--- config.mk ---
export PLATFORM = sky130hd
export DESIGN_NAME = bracket_balance_checker_unit
export DESIGN_NICKNAME = d
export VERILOG_FILES = /design/src/rtl/bbc_pkg.sv /design/src/rtl/bracket_balance_checker_unit.sv /design/src/rtl/bbc_ram.sv
export SDC_FILE = /design/constraint.sdc
export NUM_CORES = 1
export LEC_CHECK = 0
export BUFFER_PORTS_ARGS = -buffer_cell sky130_fd_sc_hd__buf_2
export CAP_MARGIN = 20
export CELL_PAD_IN_SITES_DETAIL_PLACEMENT = 1
export CELL_PAD_IN_SITES_GLOBAL_PLACEMENT = 1
export CORE_UTILIZATION = 40
export CTS_BUF_LIST = sky130_fd_sc_hd__clkbuf_16
export CTS_CLUSTER_DIAMETER = 60
export DETAILED_ROUTE_END_ITERATION = 10
export PLACE_DENSITY = 0.71
export SETUP_SLACK_MARGIN = 0.05
export SLEW_MARGIN = 30
export SYNTH_ARGS = -nofsm -noshare
export SYNTH_HDL_FRONTEND = slang
export SYNTH_SLANG_ARGS = --single-unit
--- constraint.sdc ---
create_clock -name clk -period 4.1 [get_ports clk]
set_input_delay 0.205 -clock clk [delete_from_list [all_inputs] [get_ports clk]]
set_output_delay 0.205 -clock clk [all_outputs]
set_load 0.005 [all_outputs]
--- src/rtl/bbc_pkg.sv ---
// shared types and constants for the bracket balance checker
package bbc_pkg;

  localparam int unsigned MAX_DEPTH_DEF = 64;

  localparam logic [7:0] CHAR_OPEN_ROUND   = 8'h28;
  localparam logic [7:0] CHAR_OPEN_CURLY   = 8'h7B;
  localparam logic [7:0] CHAR_OPEN_SQUARE  = 8'h5B;
  localparam logic [7:0] CHAR_CLOSE_ROUND  = 8'h29;
  localparam logic [7:0] CHAR_CLOSE_CURLY  = 8'h7D;
  localparam logic [7:0] CHAR_CLOSE_SQUARE = 8'h5D;

  typedef enum logic [1:0] {
    BR_NONE   = 2'd0,
    BR_ROUND  = 2'd1,
    BR_CURLY  = 2'd2,
    BR_SQUARE = 2'd3
  } bracket_t;

  typedef enum logic [2:0] {
    FAULT_NONE     = 3'd0,
    FAULT_MISMATCH = 3'd1,
    FAULT_EMPTY    = 3'd2,
    FAULT_UNCLOSED = 3'd3,
    FAULT_OVERFLOW = 3'd4
  } fault_t;

endpackage

--- src/rtl/bracket_balance_checker_unit.sv ---
// top level of the bracket balance checker
//
// The input channel (in_valid, in_stall, in_char_in, in_last_char) takes one
// byte of a string per item; in_last_char marks the final byte. Opening
// brackets are pushed onto a stack held in a ram, closing brackets must match
// the top and pop it, all other bytes are ignored. The first fault of a string
// is kept and later bytes of that string are ignored.
// For the final byte one verdict item leaves on the output channel (out_valid,
// out_stall, out_balanced, out_fault_code) in the cycle after it is taken.
// Non-final bytes give no item.
// Throughput is one byte per cycle while in_stall is low: the top entry and
// the entry below it sit in registers, and the ram read of the next lower
// entry, issued on a pop, lands in time for the following cycle.
// The verdict sits in an output register; in_stall is raised only while that
// register is full and out_stall is high.
// Synchronous reset (rst_n low) empties the stack, clears the fault and drops
// out_valid. The state also clears after each final byte.
module bracket_balance_checker_unit #(
  parameter int unsigned MAX_DEPTH = bbc_pkg::MAX_DEPTH_DEF
) (
  input  logic            clk,
  input  logic            rst_n,
  input  logic            in_valid,
  output logic            in_stall,
  input  logic [7:0]      in_char_in,
  input  logic            in_last_char,
  output logic            out_valid,
  input  logic            out_stall,
  output logic            out_balanced,
  output bbc_pkg::fault_t out_fault_code
);

  import bbc_pkg::*;

  localparam int unsigned DEPTH_W = $clog2(MAX_DEPTH + 1);
  localparam int unsigned ADDR_W  = $clog2(MAX_DEPTH);

  logic [DEPTH_W-1:0] depth_r, depth_nxt;
  fault_t             fault_r, fault_nxt;
  bracket_t           top_r, top_nxt;
  bracket_t           below_r, below_nxt;
  logic               rd_valid_r, rd_valid_nxt;
  logic               out_valid_r, out_valid_nxt;
  logic               out_balanced_r, out_balanced_nxt;
  fault_t             out_fault_r, out_fault_nxt;

  logic               in_fire;
  bracket_t           open_code, close_code;
  logic [1:0]         rd_data;
  bracket_t           below_eff;
  logic               ram_we, ram_re;
  logic [DEPTH_W-1:0] rd_ptr;
  fault_t             step_fault;
  logic [DEPTH_W-1:0] step_depth;

  assign in_fire   = in_valid && !in_stall;
  assign in_stall  = out_valid_r && out_stall;
  assign below_eff = rd_valid_r ? bracket_t'(rd_data) : below_r;
  assign rd_ptr    = depth_r - DEPTH_W'(3);

  always_comb begin
    open_code  = BR_NONE;
    close_code = BR_NONE;
    unique case (in_char_in)
      CHAR_OPEN_ROUND:   open_code  = BR_ROUND;
      CHAR_OPEN_CURLY:   open_code  = BR_CURLY;
      CHAR_OPEN_SQUARE:  open_code  = BR_SQUARE;
      CHAR_CLOSE_ROUND:  close_code = BR_ROUND;
      CHAR_CLOSE_CURLY:  close_code = BR_CURLY;
      CHAR_CLOSE_SQUARE: close_code = BR_SQUARE;
      default: ;
    endcase
  end

  always_comb begin
    step_fault   = fault_r;
    step_depth   = depth_r;
    top_nxt      = top_r;
    below_nxt    = below_eff;
    rd_valid_nxt = 1'b0;
    ram_we       = 1'b0;
    ram_re       = 1'b0;
    if (in_fire && fault_r == FAULT_NONE) begin
      if (open_code != BR_NONE) begin
        if (depth_r == DEPTH_W'(MAX_DEPTH)) begin
          step_fault = FAULT_OVERFLOW;
        end else begin
          ram_we     = 1'b1;
          step_depth = depth_r + DEPTH_W'(1);
          top_nxt    = open_code;
          below_nxt  = top_r;
        end
      end else if (close_code != BR_NONE) begin
        if (depth_r == '0) begin
          step_fault = FAULT_EMPTY;
        end else if (top_r != close_code) begin
          step_fault = FAULT_MISMATCH;
        end else begin
          step_depth   = depth_r - DEPTH_W'(1);
          top_nxt      = below_eff;
          ram_re       = depth_r >= DEPTH_W'(3);
          rd_valid_nxt = ram_re;
        end
      end
    end
  end

  always_comb begin
    depth_nxt        = step_depth;
    fault_nxt        = step_fault;
    out_valid_nxt    = out_valid_r && out_stall;
    out_balanced_nxt = out_balanced_r;
    out_fault_nxt    = out_fault_r;
    if (in_fire && in_last_char) begin
      out_valid_nxt = 1'b1;
      if (step_fault == FAULT_NONE && step_depth != '0) begin
        out_fault_nxt = FAULT_UNCLOSED;
      end else begin
        out_fault_nxt = step_fault;
      end
      out_balanced_nxt = (out_fault_nxt == FAULT_NONE);
      depth_nxt        = '0;
      fault_nxt        = FAULT_NONE;
    end
  end

  bbc_ram #(
    .WIDTH (2),
    .DEPTH (MAX_DEPTH)
  ) u_stack_ram (
    .clk   (clk),
    .we    (ram_we),
    .waddr (depth_r[ADDR_W-1:0]),
    .wdata (open_code),
    .re    (ram_re),
    .raddr (rd_ptr[ADDR_W-1:0]),
    .rdata (rd_data)
  );

  always_ff @(posedge clk) begin
    if (!rst_n) begin
      depth_r     <= '0;
      fault_r     <= FAULT_NONE;
      rd_valid_r  <= 1'b0;
      out_valid_r <= 1'b0;
    end else begin
      depth_r     <= depth_nxt;
      fault_r     <= fault_nxt;
      rd_valid_r  <= rd_valid_nxt;
      out_valid_r <= out_valid_nxt;
    end
  end

  always_ff @(posedge clk) begin
    top_r          <= top_nxt;
    below_r        <= below_nxt;
    out_balanced_r <= out_balanced_nxt;
    out_fault_r    <= out_fault_nxt;
  end

  assign out_valid      = out_valid_r;
  assign out_balanced   = out_balanced_r;
  assign out_fault_code = out_fault_r;

  a_depth_bound: assert property (@(posedge clk) disable iff (!rst_n)
    depth_r <= DEPTH_W'(MAX_DEPTH))
    else $error("stack depth beyond its bound");

  a_verdict_consistent: assert property (@(posedge clk) disable iff (!rst_n)
    out_valid_r |-> (out_balanced_r == (out_fault_r == FAULT_NONE)))
    else $error("balanced flag disagrees with fault code");

  a_clear_after_last: assert property (@(posedge clk) disable iff (!rst_n)
    in_fire && in_last_char |=> depth_r == '0 && fault_r == FAULT_NONE && out_valid_r)
    else $error("state not cleared or verdict missing after final byte");

  a_read_only_when_deep: assert property (@(posedge clk) disable iff (!rst_n)
    ram_re |-> depth_r >= DEPTH_W'(3) && !ram_we)
    else $error("stack read issued without a lower entry");

endmodule

--- src/rtl/bbc_ram.sv ---
// generic single-port-write ram with registered read
module bbc_ram #(
  parameter int unsigned WIDTH = 2,
  parameter int unsigned DEPTH = 64
) (
  input  logic                     clk,
  input  logic                     we,
  input  logic [$clog2(DEPTH)-1:0] waddr,
  input  logic [WIDTH-1:0]         wdata,
  input  logic                     re,
  input  logic [$clog2(DEPTH)-1:0] raddr,
  output logic [WIDTH-1:0]         rdata
);

  logic [WIDTH-1:0] mem [DEPTH];

  always_ff @(posedge clk) begin
    if (we) begin
      mem[waddr] <= wdata;
    end
    if (re) begin
      rdata <= mem[raddr];
    end
  end

endmodule

-- After elaboration in Yosys (flattened, before gate mapping)
Memories as Yosys holds them, arrays and structs flattened. A register that Yosys moved wholly into a read port is not among the register bits.
Cells that the tools add are included.
- register bits after elaboration: 20
- bits in writable memories: 128
- output and inout bits: 6
- logic and storage cells: 77
- memories: 1
- memory list (memory ; depth ; width ; read ports ; clocked after memory_dff ; write ports ; RTL line ; text):
    u_stack_ram.mem ; 64 ; 2 ; 1 ; 1 ; 1 ; bbc_ram.sv:15 ; logic [WIDTH-1:0] mem [DEPTH];
- add/sub/neg operators: 3
- order comparisons: 1
- equality and inequality tests: 11
- mux-type cells: 36
- bitwise gates (word level): 1
- reductions and logical operators: 16
- operator list (operator ; count):
    $mux W7 ; 6
    $eq A8 B7 Y1 const B ; 4
    $mux W3 ; 8
    $mux W2 ; 9
    $eq A8 B6 Y1 const B ; 2
    $pmux W2 S3 ; 2
    $mux W1 ; 11
    $logic_not A3 Y1 ; 3
    $add A7 B1 Y7 const B ; 1
    $eq A7 B7 Y1 const B ; 1
    $ge A7 B2 Y1 const B ; 1
    $logic_not A7 Y1 ; 1
    $reduce_bool A7 Y1 ; 1
    $sub A7 B1 Y7 const B ; 1
    $ne A2 B2 Y1 const B ; 3
    $reduce_bool A2 Y1 ; 3
    $sub A6 B2 Y6 const B ; 1
    $logic_and A1 B1 Y1 ; 5
    $reduce_and A5 Y1 ; 1
    $ne A2 B2 Y1 ; 1
    $reduce_or A2 Y1 ; 1
    $logic_not A1 Y1 ; 1
    $not A1 Y1 ; 1

-- Depth between registers and ports, before layout
Gate-level depths: netlist (run 1).
- depth after elaboration: 13
- mapped depth: 12
- depth with buffers taken out: 9

-- By module
From an unflattened synthesis (run 1), not the netlist that was laid out.
- cells, all modules: 494
- area, all modules: 6867.8 um2
- by module, submodules not included (module ; times used ; cells an instance ; area each (um2)):
    bbc_ram ; 1 ; 324 ; 5417.7
    bracket_balance_checker_unit ; 1 ; 170 ; 1450.1

-- Worst setup path before layout (run 1)
Ideal clock, no wire load.
- path kind: input -> register
- from: input in_char_in[7]
- to: memory u_stack_ram.mem[0][0] (data pin)
- library setup time: 0.709 ns
- arrival time: 3.309 ns
- data required time: 3.391 ns
- setup slack: 0.081 ns
- stages: 3
- buffers on the path: 0
- cells stage by stage: and4b_1 -> nand4_4 -> o21ai_0
- word-level cells in the longest chain between the ends: 2
- RTL lines (item ; RTL line ; text):
    start, declared ; bracket_balance_checker_unit.sv:25 ; input logic [7:0] in_char_in,
    $eq A8 B7 Y1 / $eq A8 B6 Y1 (equally long branches) ; bracket_balance_checker_unit.sv:64 ; unique case (in_char_in)
    $pmux W2 S3 * ; bracket_balance_checker_unit.sv:64 ;
    via open_code[0] ; bracket_balance_checker_unit.sv:48 ; bracket_t open_code, close_code;
    end, declared ; bbc_ram.sv:15 ;
Mark *: on every way through the listed nets, which the timed path passes. The rest lies on a longest branch.

-- Worst setup path in the final report (run 1)
- from: register fault_r[0]
- to: register out_balanced_r (netlist: out_balanced) (data pin)
- word-level cells in the longest chain between the ends: 10
- RTL lines (item ; RTL line ; text):
    start, declared ; bracket_balance_checker_unit.sv:39 ; fault_t fault_r, fault_nxt;
    start signal, assigned ; bracket_balance_checker_unit.sv:148 ; fault_r <= fault_nxt;
    $mux W3 ; bracket_balance_checker_unit.sv:96 ; end else if (top_r != close_code) begin
    $mux W3 ; bracket_balance_checker_unit.sv:94 ; if (depth_r == '0) begin
    $mux W3 ; bracket_balance_checker_unit.sv:93 ; end else if (close_code != BR_NONE) begin
    $mux W3 ; bracket_balance_checker_unit.sv:84 ; if (open_code != BR_NONE) begin
    $mux W3 ; bracket_balance_checker_unit.sv:83 ; if (in_fire && fault_r == FAULT_NONE) begin
    $logic_not A3 Y1 ; bracket_balance_checker_unit.sv:116 ; if (step_fault == FAULT_NONE && step_depth != '0) begin
    $logic_and A1 B1 Y1 ; bracket_balance_checker_unit.sv:116 ;
    $mux W3 * ; bracket_balance_checker_unit.sv:116 ;
    $mux W3 * ; bracket_balance_checker_unit.sv:114 ; if (in_fire && in_last_char) begin
    $logic_not A3 Y1 * ; bracket_balance_checker_unit.sv:121 ; out_balanced_nxt = (out_fault_nxt == FAULT_NONE);
    end signal, assigned ; bracket_balance_checker_unit.sv:157 ; out_balanced_r <= out_balanced_nxt;
    end, declared ; bracket_balance_checker_unit.sv:44 ; logic out_balanced_r, out_balanced_nxt;
Mark *: on every way between the ends. The rest lies on a longest branch, timed or not. The select of a mux whose other input is x is not followed.
A chain may end at the register's enable or synchronous reset.

==> flow_summary_export.csv, run 1 <==
group,metric,value,unit
synth,ys_warn_count,0,
synth,synth_compound_area_share,5.39,%
worst_setup_path,critical_path_class,"flop to flop",
clocking,clkSlewWorstSetupHoldPaths,0.06,ns
clocking,clock-root-buffer,"clkbuf_16",
sta,final_hold_viol_count,0,
synth,ys_seq_elements,150,
layout,final_net_count,496,
layout,antenna_cells,0,
global_routing,gr-total-overflow,0,
global_routing,grt_antenna_before_repair,0,
synth,synth_xor_area_share,0.639,%
worst_setup_path,cp.arrival,3.36,ns
die,rows,47,
global_routing,first_global_vias,4410,
die,pin_count,19,
clocking,clock_path_buffers,2,
clocking,htreeDepth,4,
placement,place_congestion,0.864,
detailed_routing,drtIter0Drc,348,
sta,fin_crit_sh,77.6,%
worst_setup_path,end_kind,"flop",
min_path,min_path_type,"input port to flop",
detailed_routing,via_per_inst,5.76,
run_status,outcome,"complete, no violations",
worst_setup_path,cp-start-kind,"flop",
synth,synth_flop_cell,"edfxtp_1",
power,p_total,3330,µW
synth,yosys.area.top_type,"edfxtp_1",
synth,synth_top_area_share,59.6,%
synth,syn_avg_cell_area,14.9,µm²
synth,ys_async_sr_fraction,0,%
layout,most-common-layout-cells,"edfxtp_1 (136), nor2_1 (78), mux4_2 (42), buf_2 (18)",
sta,fin_hold_ws,0.0868,ns
placement,dp.cells,681,
sta,max_freq,314,MHz
worst_setup_path,rr_endpoint,"out_balanced",
layout,mostFrequentLayoutCell,"edfxtp_1",
clocking,insertion_delay,0.43,ns
sta,setup_tns,0,ns
synth,synth_edf_count,136,
synth,synthAdderAreaFrac,0.548,%
clocking,clock_sinks,150,
die,dieArea,0.0177,mm²
clocking,cts-buffers-inserted,17,
sta,worst_slew_pin_slew,0.737,ns
worst_setup_path,r2r_cells,8,
power,p_leak,0.00246,µW
synth,synthTopCellsByArea,"edfxtp_1 (60%), mux4_2 (14%), nor2_1 (4.3%)",
sta,finClkSkew,0.00894,ns
sta,period_needed,3.18,ns
detailed_routing,vias,4102,
detailed_routing,wl_per_cell,23.0,µm
layout,final_layout_size_suffix_gt1_share,24.6,%
detailed_routing,dr.pass1.iters,4,
clocking,cts_tree,"done",
worst_setup_path,r2r_start,"fault_r[0]",
power,irDropWorstVdd,0.309,mV
clocking,cts_resized,0,
placement,portBuffers,18,
detailed_routing,route.detailed.drc,0,
power,powerDensity,427,mW/mm²
worst_setup_path,startpoint,"fault_r[0]",
synth,yosysSeqAreaShare,63.7,%
synth,synthMuxAreaShare,14.1,%
placement,dpl.hpwl,10800,µm
synth,synth-simple-area-share,13.3,%
sta,max-slew-margin-rel,50.5,%
global_routing,grt_pass1_wl,26100,µm
run,cap_viol_max_count,0,
sta,grt_setup_unrepaired,"false",
detailed_routing,antenna_left,0,
synth,netlist_area,0.00685,mm²
min_path,hold_end,"out_valid",
die,die_w,133,µm
die,die_h,133,µm
worst_setup_path,rrSetupSlack,0.92,ns
min_path,hp-start,"rst_n",
clocking,ctsHoldBuffers,0,
worst_setup_path,crit_fanout,11,
die,core,0.0166,mm²
worst_setup_path,cp.required,4.28,ns
global_routing,grt_usage,20.2,%
detailed_routing,drt-total-wl,16400,µm
synth,yosysUniqueCellTypes,72,
sta,setup_viol,0,
sta,maxSlewViolCount,0,
layout,area_delta_synth_final,13.9,%
layout,final_cell_count_no_fill,712,
clocking,postCtsSetupBuffers,0,
synth,synth_top_family_by_area,"multiplexers",
synth,postSynthCellCount,460,
min_path,holdPathStages,2,
global_routing,grt_max_degree,66,
die,floorplan.initialDensity,41.2,%
synth,synth_fp_nets,476,
[power by group]
group	leakage [µW]	switching [µW]	internal, µW
combinational	0.000798	35.7	20.2
clock	0.000293	611	1010
sequential	0.00137	1.86	1650
[state kept, by name (all words and copies together) (netlist names)]
register and cells:
top_r 2, depth_r 7, below_r 2, fault_r 3
u_stack_ram.mem 128, rd_valid_r 1, out_balanced 1, out_valid 1
u_stack_ram.rdata 2, out_fault_code 3
[cell usage after synthesis (all sizes together), types with 6 or more instances]
cell type / number
buf: 15
o21ai: 10
a21oi: 14
edfxtp: 136
nand3: 17
nor2: 79
inv: 9
and3: 6
or3: 6
mux4: 42
clkbuf: 12
dfxtp: 14
nand2: 17
nor3: 12
[layer usage]
metal / global-route usage, % / wire length [µm] / vias to the layer above
met3: 3.95 / 657 / 22
met5: 0 / 0 / -
met1: 26.0 / 7070 / 2139
met2: 33.9 / 8350 / 106
met4: 7.54 / 314 / 0
li1: - / - / 1835
[critical path, cell delays in order, from the launching register on]
cell and delay [ns]:
dfxtp_1 0.31, nor3_1 0.30, nand3_1 0.47, nor3_1 0.74
and2_1 0.39, nand2_1 0.13, a32oi_1 0.19, and4bb_1 0.23
and4_1 0.17
[final cells by class]
type / count / area, µm²
fill: 1646 / 8840
sequential: 150 / 4370
multi-input combinational: 274 / 2340
clock buffer: 17 / 425
tap: 220 / 275
clock inverter: 14 / 185
timing repair buffer: 28 / 178
inverter: 9 / 33.8
[how the worst max path moves through the flow]
stage / endpoint / cells after the start
5_1_grt: u_stack_ram.rdata[1] / 6
2_1_floorplan: u_stack_ram.mem[0][0] / 3
6_report: out_balanced / 8
3_3_place_gp: u_stack_ram.rdata[0] / 6
4_1_cts: out_balanced / 8
3_5_place_dp: u_stack_ram.rdata[1] / 6
[cell families after synthesis]
| kind of cell | Yosys count |
|---|---|
| muxes | 44 |
| buffers and inverters | 36 |
| and+or+nand+nor | 172 |
| adders and majority gates | 3 |
| DFF | 150 |
| xor gates and xnor gates | 5 |
| AOI/OAI and AO/OA | 50 |
[metrics by stage]
step / util (%) / instance area [µm²] / setup WS [ns]
after floorplan: - / 6850 / 0.0815
after global placement: 43.2 / 7190 / 1.10
after detailed placement: 43.2 / 7190 / 1.00
after CTS: 46.9 / 7800 / 0.975
after global routing: 46.9 / 7800 / 0.799
final: 46.9 / 7800 / 0.918
No activity file was read; power rests on OpenSTA's default activity.
==> inputs of run 2 (changes only) <==
PLACE_DENSITY = 0.69   (was 0.71)
clock period = 3.3 ns   (was 4.1 ns; I/O delays follow)
==> run 2 against run 1 <==
Clock skew rose by 0.0014 ns; worst hold slack got worse by 0.041 ns; critical path type unchanged; sequential share of layout area fell by 0.24 points; critical endpoint is now out_fault_code[0]; die area is the same; routed wire length rose by 2.7%; clock power is 19% higher; sequential cell count unchanged; largest cell class unchanged; utilization up 0.20 points; cell count up 0.98%; count of clock-buffer cells in the layout unchanged.
==> flow_summary_export.csv, run 2 (synthesis gave the netlist of run 1 again) <==
group,metric,value,unit
power,powerDensity,518,mW/mm²
clocking,htreeDepth,4,
power,p_leak,0.00249,µW
die,floorplan.initialDensity,41.2,%
sta,max-slew-margin-rel,52.5,%
clocking,clock_path_buffers,2,
worst_setup_path,cp-start-kind,"flop",
layout,antenna_cells,0,
worst_setup_path,cp.arrival,3.09,ns
layout,mostFrequentLayoutCell,"edfxtp_1",
global_routing,first_global_vias,4409,
worst_setup_path,cp_common_cell,"o21ai_1",
layout,final_layout_size_suffix_gt1_share,25.7,%
clocking,cts_tree,"done",
detailed_routing,wl_met2,8540,µm
layout,top_regs,"u_stack_ram.mem: 128 flops, depth_r: 7 flops",
min_path,hp-start,"rst_n",
die,dieArea,0.0177,mm²
power,clkPwrFrac,47.7,%
detailed_routing,route.detailed.drc,0,
placement,portBuffers,18,
worst_setup_path,cpMaxStageDelayCell,"dfxtp_1",
worst_setup_path,max_stage_delay,0.52,ns
global_routing,grt_antenna_before_repair,0,
placement,dpl.hpwl,11200,µm
clocking,cts_resized,0,
die,pin_count,19,
clocking,clkSlewWorstSetupHoldPaths,0.06,ns
layout,top_register,"u_stack_ram.mem",
clocking,clock_sinks,150,
detailed_routing,maxUsedRoutingLayer,"met4",
detailed_routing,vias,4078,
power,p_sw_share,19.7,%
sta,setup_tns,0,ns
detailed_routing,drt-total-wl,16800,µm
sta,maxSlewViolCount,0,
sta,period_needed,2.92,ns
worst_setup_path,cp.required,3.47,ns
sta,final_hold_viol_count,0,
clocking,ctsHoldBuffers,0,
global_routing,grt_pass1_wl,26300,µm
run_status,outcome,"complete, no violations",
sta,setup_viol,0,
run,cap_viol_max_count,0,
global_routing,grt_max_degree,66,
detailed_routing,wl_met3,732,µm
power,p_switching,801,µW
power,p_total,4060,µW
placement,dp.cells,687,
worst_setup_path,end_kind,"flop",
die,rows,47,
clocking,insertion_delay,0.43,ns
global_routing,gr-total-overflow,0,
worst_setup_path,crit_buf_inv,0,
sta,max_freq,342,MHz
sta,grt_setup_unrepaired,"false",
min_path,min_path_type,"input port to flop",
worst_setup_path,startpoint,"depth_r[2]",
worst_setup_path,crit_fanout,16,
layout,most-common-layout-cells,"edfxtp_1 (136), nor2_1 (78), mux4_2 (42), buf_2 (18)",
detailed_routing,wl_per_cell,23.4,µm
sta,finClkSkew,0.0103,ns
clocking,cts-buffers-inserted,17,
worst_setup_path,crit_family,"compound AO/OA/AOI/OAI gates",
detailed_routing,dr.pass1.iters,5,
die,die_w,133,µm
power,seq_power_share,50.6,%
layout,final_net_count,502,
global_routing,grt_usage,20.5,%
clocking,clock-root-buffer,"clkbuf_16",
clocking,postCtsSetupBuffers,0,
die,core,0.0166,mm²
sta,worst_slew_pin_slew,0.707,ns
worst_setup_path,r2r_start,"depth_r[2]",
layout,largest_reg_flops,128,
detailed_routing,via_per_inst,5.67,
detailed_routing,antenna_left,0,
worst_setup_path,critical_path_class,"flop to flop",
layout,final.fill_count,1634,
power,irDropWorstVdd,0.372,mV
die,die_h,133,µm
layout,area_delta_synth_final,14.4,%
detailed_routing,drtIter0Drc,374,
layout,final_cell_count_no_fill,719,
power,combPwrFrac,1.7,%
placement,place_congestion,0.873,
power,internal-power,3260,µW
detailed_routing,met1Wirelength,7270,µm
sta,fin_crit_sh,88.5,%
worst_setup_path,path_cells,"nor4_4, nand3b_2, o311a_1, o21ai_1, a22oi_2, a2111oi_2, and4bb_1, o21ai_1",
[run 2: changes by cell type in the layout (fill, tap and decap cells not counted)]
cell,change
bufinv_16,-1
clkinv_4,-2
clkinvlp_4,-1
clkinv_1,-1
buf_12,+1
inv_1,+1
inv_8,+1
clkinv_2,+4
buf_4,+5
[run 2: power by group through the flow]
| stage | Sequential (µW) | Combinational (µW) | Clock, µW |
|---|---|---|---|
| 2_1_floorplan | 2090 | 39.1 | 0 |
| 3_3_place_gp | 2090 | 68.9 | 0 |
| 3_5_place_dp | 2090 | 70.6 | 0 |
| 4_1_cts | 2050 | 71.0 | 1960 |
| 5_1_grt | 2050 | 77.6 | 2030 |
| 6_report | 2050 | 70.9 | 1930 |
[run 2: layer usage]
| layer | global-route usage, % | up-vias |
|---|---|---|
| met5 | 0 | - |
| met4 | 6.58 | 0 |
| met3 | 4.44 | 23 |
| met2 | 33.8 | 94 |
| met1 | 27.2 | 2111 |
| li1 | - | 1850 |
[run 2: worst register-to-register path: stages, from the launching register on]
cell and delay, ns:
dfxtp_1 0.52, nor4_4 0.52, nand3b_2 0.20, o311a_1 0.44, o21ai_1 0.14, a22oi_2 0.09, a2111oi_2 0.38, and4bb_1 0.29
o21ai_1 0.08
[run 2: final timing paths]
kind                                     endpoint  slack [ns]  cells past startpoint
worst min-delay path                    out_valid        0.05                      2
worst max-delay path            out_fault_code[0]        0.38                      8
worst min register to register         fault_r[1]        0.55                      2
worst max register to register  out_fault_code[0]        0.38                      8
[run 2: cell type report]
class                           instances  area (µm²)  area share [%]
Inverter                                9        33.8           0.431
Multi-Input combinational cell        274        2340            29.9
Clock buffer                           17         425            5.43
Tap cell                              220         275            3.51
Clock inverter                         15         161            2.06
Sequential cell                       150        4370            55.7
Timing Repair Buffer                   34         235            3.00
[run 2: per-stage QoR]
step / worst slack [ns] / util [%] / hold WS (ns) / cell area (µm²)
after global routing: 0.170 / 47.1 / 0.0473 / 7840
final: 0.378 / 47.1 / 0.0454 / 7840
after global placement: 0.445 / 43.6 / 0.479 / 7250
after detailed placement: 0.448 / 43.6 / 0.481 / 7250
after floorplan: 0.0711 / - / 0.287 / 6850
after CTS: 0.396 / 47.1 / 0.0352 / 7840
==> inputs of run 3 (changes only) <==
CTS_BUF_LIST = sky130_fd_sc_hd__clkbuf_8   (was sky130_fd_sc_hd__clkbuf_16)
REMOVE_ABC_BUFFERS = 1   (was unset)
==> run 3 against run 2 <==
Global-route usage increased by 0.51 points; critical path depth decreased by 2; count of clock-buffer cells in the layout unchanged; sequential power about the same; design area decreased by 2.1%; power decreased by 13%; non-clock buffer count increased by 6; register-to-register slack improved by 0.08 ns; routed wire length increased by 1.6%; utilization decreased by 1.0 points; first-iteration DRC count decreased by 16%; largest power group unchanged.
==> flow_summary_export.csv, run 3 (synthesis gave the netlist of run 1 again) <==
group,metric,value,unit
clocking,htreeDepth,4,
detailed_routing,wl_per_cell,23.6,µm
detailed_routing,drtIter0Drc,315,
worst_setup_path,cp-start-kind,"flop",
global_routing,grt_max_degree,66,
detailed_routing,antenna_left,0,
global_routing,gr-total-overflow,0,
die,die_h,133,µm
sta,period_needed,2.84,ns
layout,antenna_cells,0,
sta,setup_viol,0,
power,irDropWorstVdd,0.257,mV
sta,maxSlewViolCount,0,
placement,place_congestion,0.833,
power,combPwrFrac,2.1,%
sta,finClkSkew,0.0111,ns
global_routing,first_global_vias,4513,
sta,max_freq,353,MHz
die,die_w,133,µm
clocking,clock_path_buffers,2,
worst_setup_path,cp.required,3.51,ns
layout,final_net_count,508,
layout,mostFrequentLayoutCell,"edfxtp_1",
detailed_routing,vias,4180,
power,clkPwrFrac,40.0,%
worst_setup_path,end_kind,"flop",
clocking,cts_tree,"done",
layout,area_delta_synth_final,12.0,%
clocking,cts-buffers-inserted,17,
layout,largest_reg_flops,128,
layout,final_layout_size_suffix_gt1_share,27.1,%
die,core,0.0166,mm²
power,seq_power_share,57.9,%
worst_setup_path,critical_path_class,"flop to flop",
layout,top_regs,"u_stack_ram.mem: 128 flops, depth_r: 7 flops",
clocking,clock-root-buffer,"clkbuf_8",
power,p_switching,836,µW
global_routing,grt_antenna_before_repair,0,
clocking,insertion_delay,0.47,ns
detailed_routing,via_per_inst,5.77,
min_path,hp-start,"out_stall",
sta,fin_crit_sh,86.0,%
placement,portBuffers,18,
worst_setup_path,cp.arrival,3.05,ns
layout,most-common-layout-cells,"edfxtp_1 (136), nor2_1 (78), mux4_2 (42), buf_4 (21), buf_2 (18)",
placement,dpl.hpwl,11300,µm
power,internal-power,2700,µW
die,dieArea,0.0177,mm²
min_path,min_path_type,"input port to flop",
run,cap_viol_max_count,0,
power,p_sw_share,23.6,%
detailed_routing,dr.pass1.iters,5,
die,rows,47,
layout,final_core_util,46.1,%
sta,grt_setup_unrepaired,"false",
detailed_routing,drt-total-wl,17100,µm
power,powerDensity,461,mW/mm²
worst_setup_path,startpoint,"depth_r[0]",
power,p_leak,0.00242,µW
clocking,clkSlewWorstSetupHoldPaths,0.09,ns
sta,max-slew-margin-rel,54.5,%
die,pin_count,19,
global_routing,grt_pass1_wl,27000,µm
die,floorplan.initialDensity,41.2,%
detailed_routing,route.detailed.drc,0,
sta,worst_slew_pin_slew,0.683,ns
power,p_total,3540,µW
clocking,clock_sinks,150,
global_routing,grt_usage,21.0,%
worst_setup_path,crit_fanout,20,
layout,top_register,"u_stack_ram.mem",
sta,final_hold_viol_count,0,
clocking,postCtsSetupBuffers,0,
run_status,outcome,"complete, no violations",
worst_setup_path,r2r_start,"depth_r[0]",
==> run 3: worst paths after layout <==
check,to,slack [ns],cells after the start
worst max register to register,u_stack_ram.rdata[1],0.46,6
worst min-delay path,out_valid,0.07,3
worst min register to register,fault_r[1],0.56,2
worst max-delay path,u_stack_ram.rdata[1],0.46,6
==> run 3: power by group through the flow <==
| stage | logic, µW | clock network, µW | registers [µW] |
|---|---|---|---|
| after floorplan | 36.8 | 0 | 2090 |
| after detailed placement | 72.4 | 0 | 2090 |
| after CTS | 73.7 | 1440 | 2050 |
| final | 73.5 | 1420 | 2050 |
| after global placement | 69.8 | 0 | 2090 |
| after global routing | 80.1 | 1500 | 2050 |
==> run 3: what timing repair did <==
action / in CTS / in global routing
hold buffers: 1 / 0
endpoints found under the hold margin: 3 / 0
resized for setup: 0 / 0
==> run 3: metal layers <==
metal	up-vias	GRT usage [%]	wire length, µm
li1	1869	-	-
met1	2156	27.0	7150
met2	128	34.7	8670
met3	27	4.79	962
met4	0	8.24	313
met5	-	0	0
==> run 3: per-stage QoR <==
stage	TNS, ns	area [µm²]	std cells	hold WS (ns)	setup slack [ns]
after floorplan	-85.81	6730	433	0.287	-1.32
after global placement	0	7260	692	0.479	0.546
after detailed placement	0	7260	692	0.478	0.495
after CTS	0	7670	725	0.0466	0.469
after global routing	0	7670	725	0.0791	0.276
final	0	7670	725	0.0710	0.463
==> run 3: cell type report <==
class | instances | area [µm²]
inverters | 9 | 33.8
repair buffers | 40 | 258
well taps | 220 | 275
fillers | 1642 | 8970
clock buffers | 17 | 234
flip-flops and latches | 150 | 4370
multi-input cells | 274 | 2340
clock inverters | 15 | 163
==> run 3: worst max-delay path, stage by stage (launching register included) <==
cell     delay [ns]
dfxtp_2        0.44
inv_1          0.15
ha_1           0.34
buf_4          0.32
mux4_2         0.36
mux4_2         0.50
mux4_2         0.47
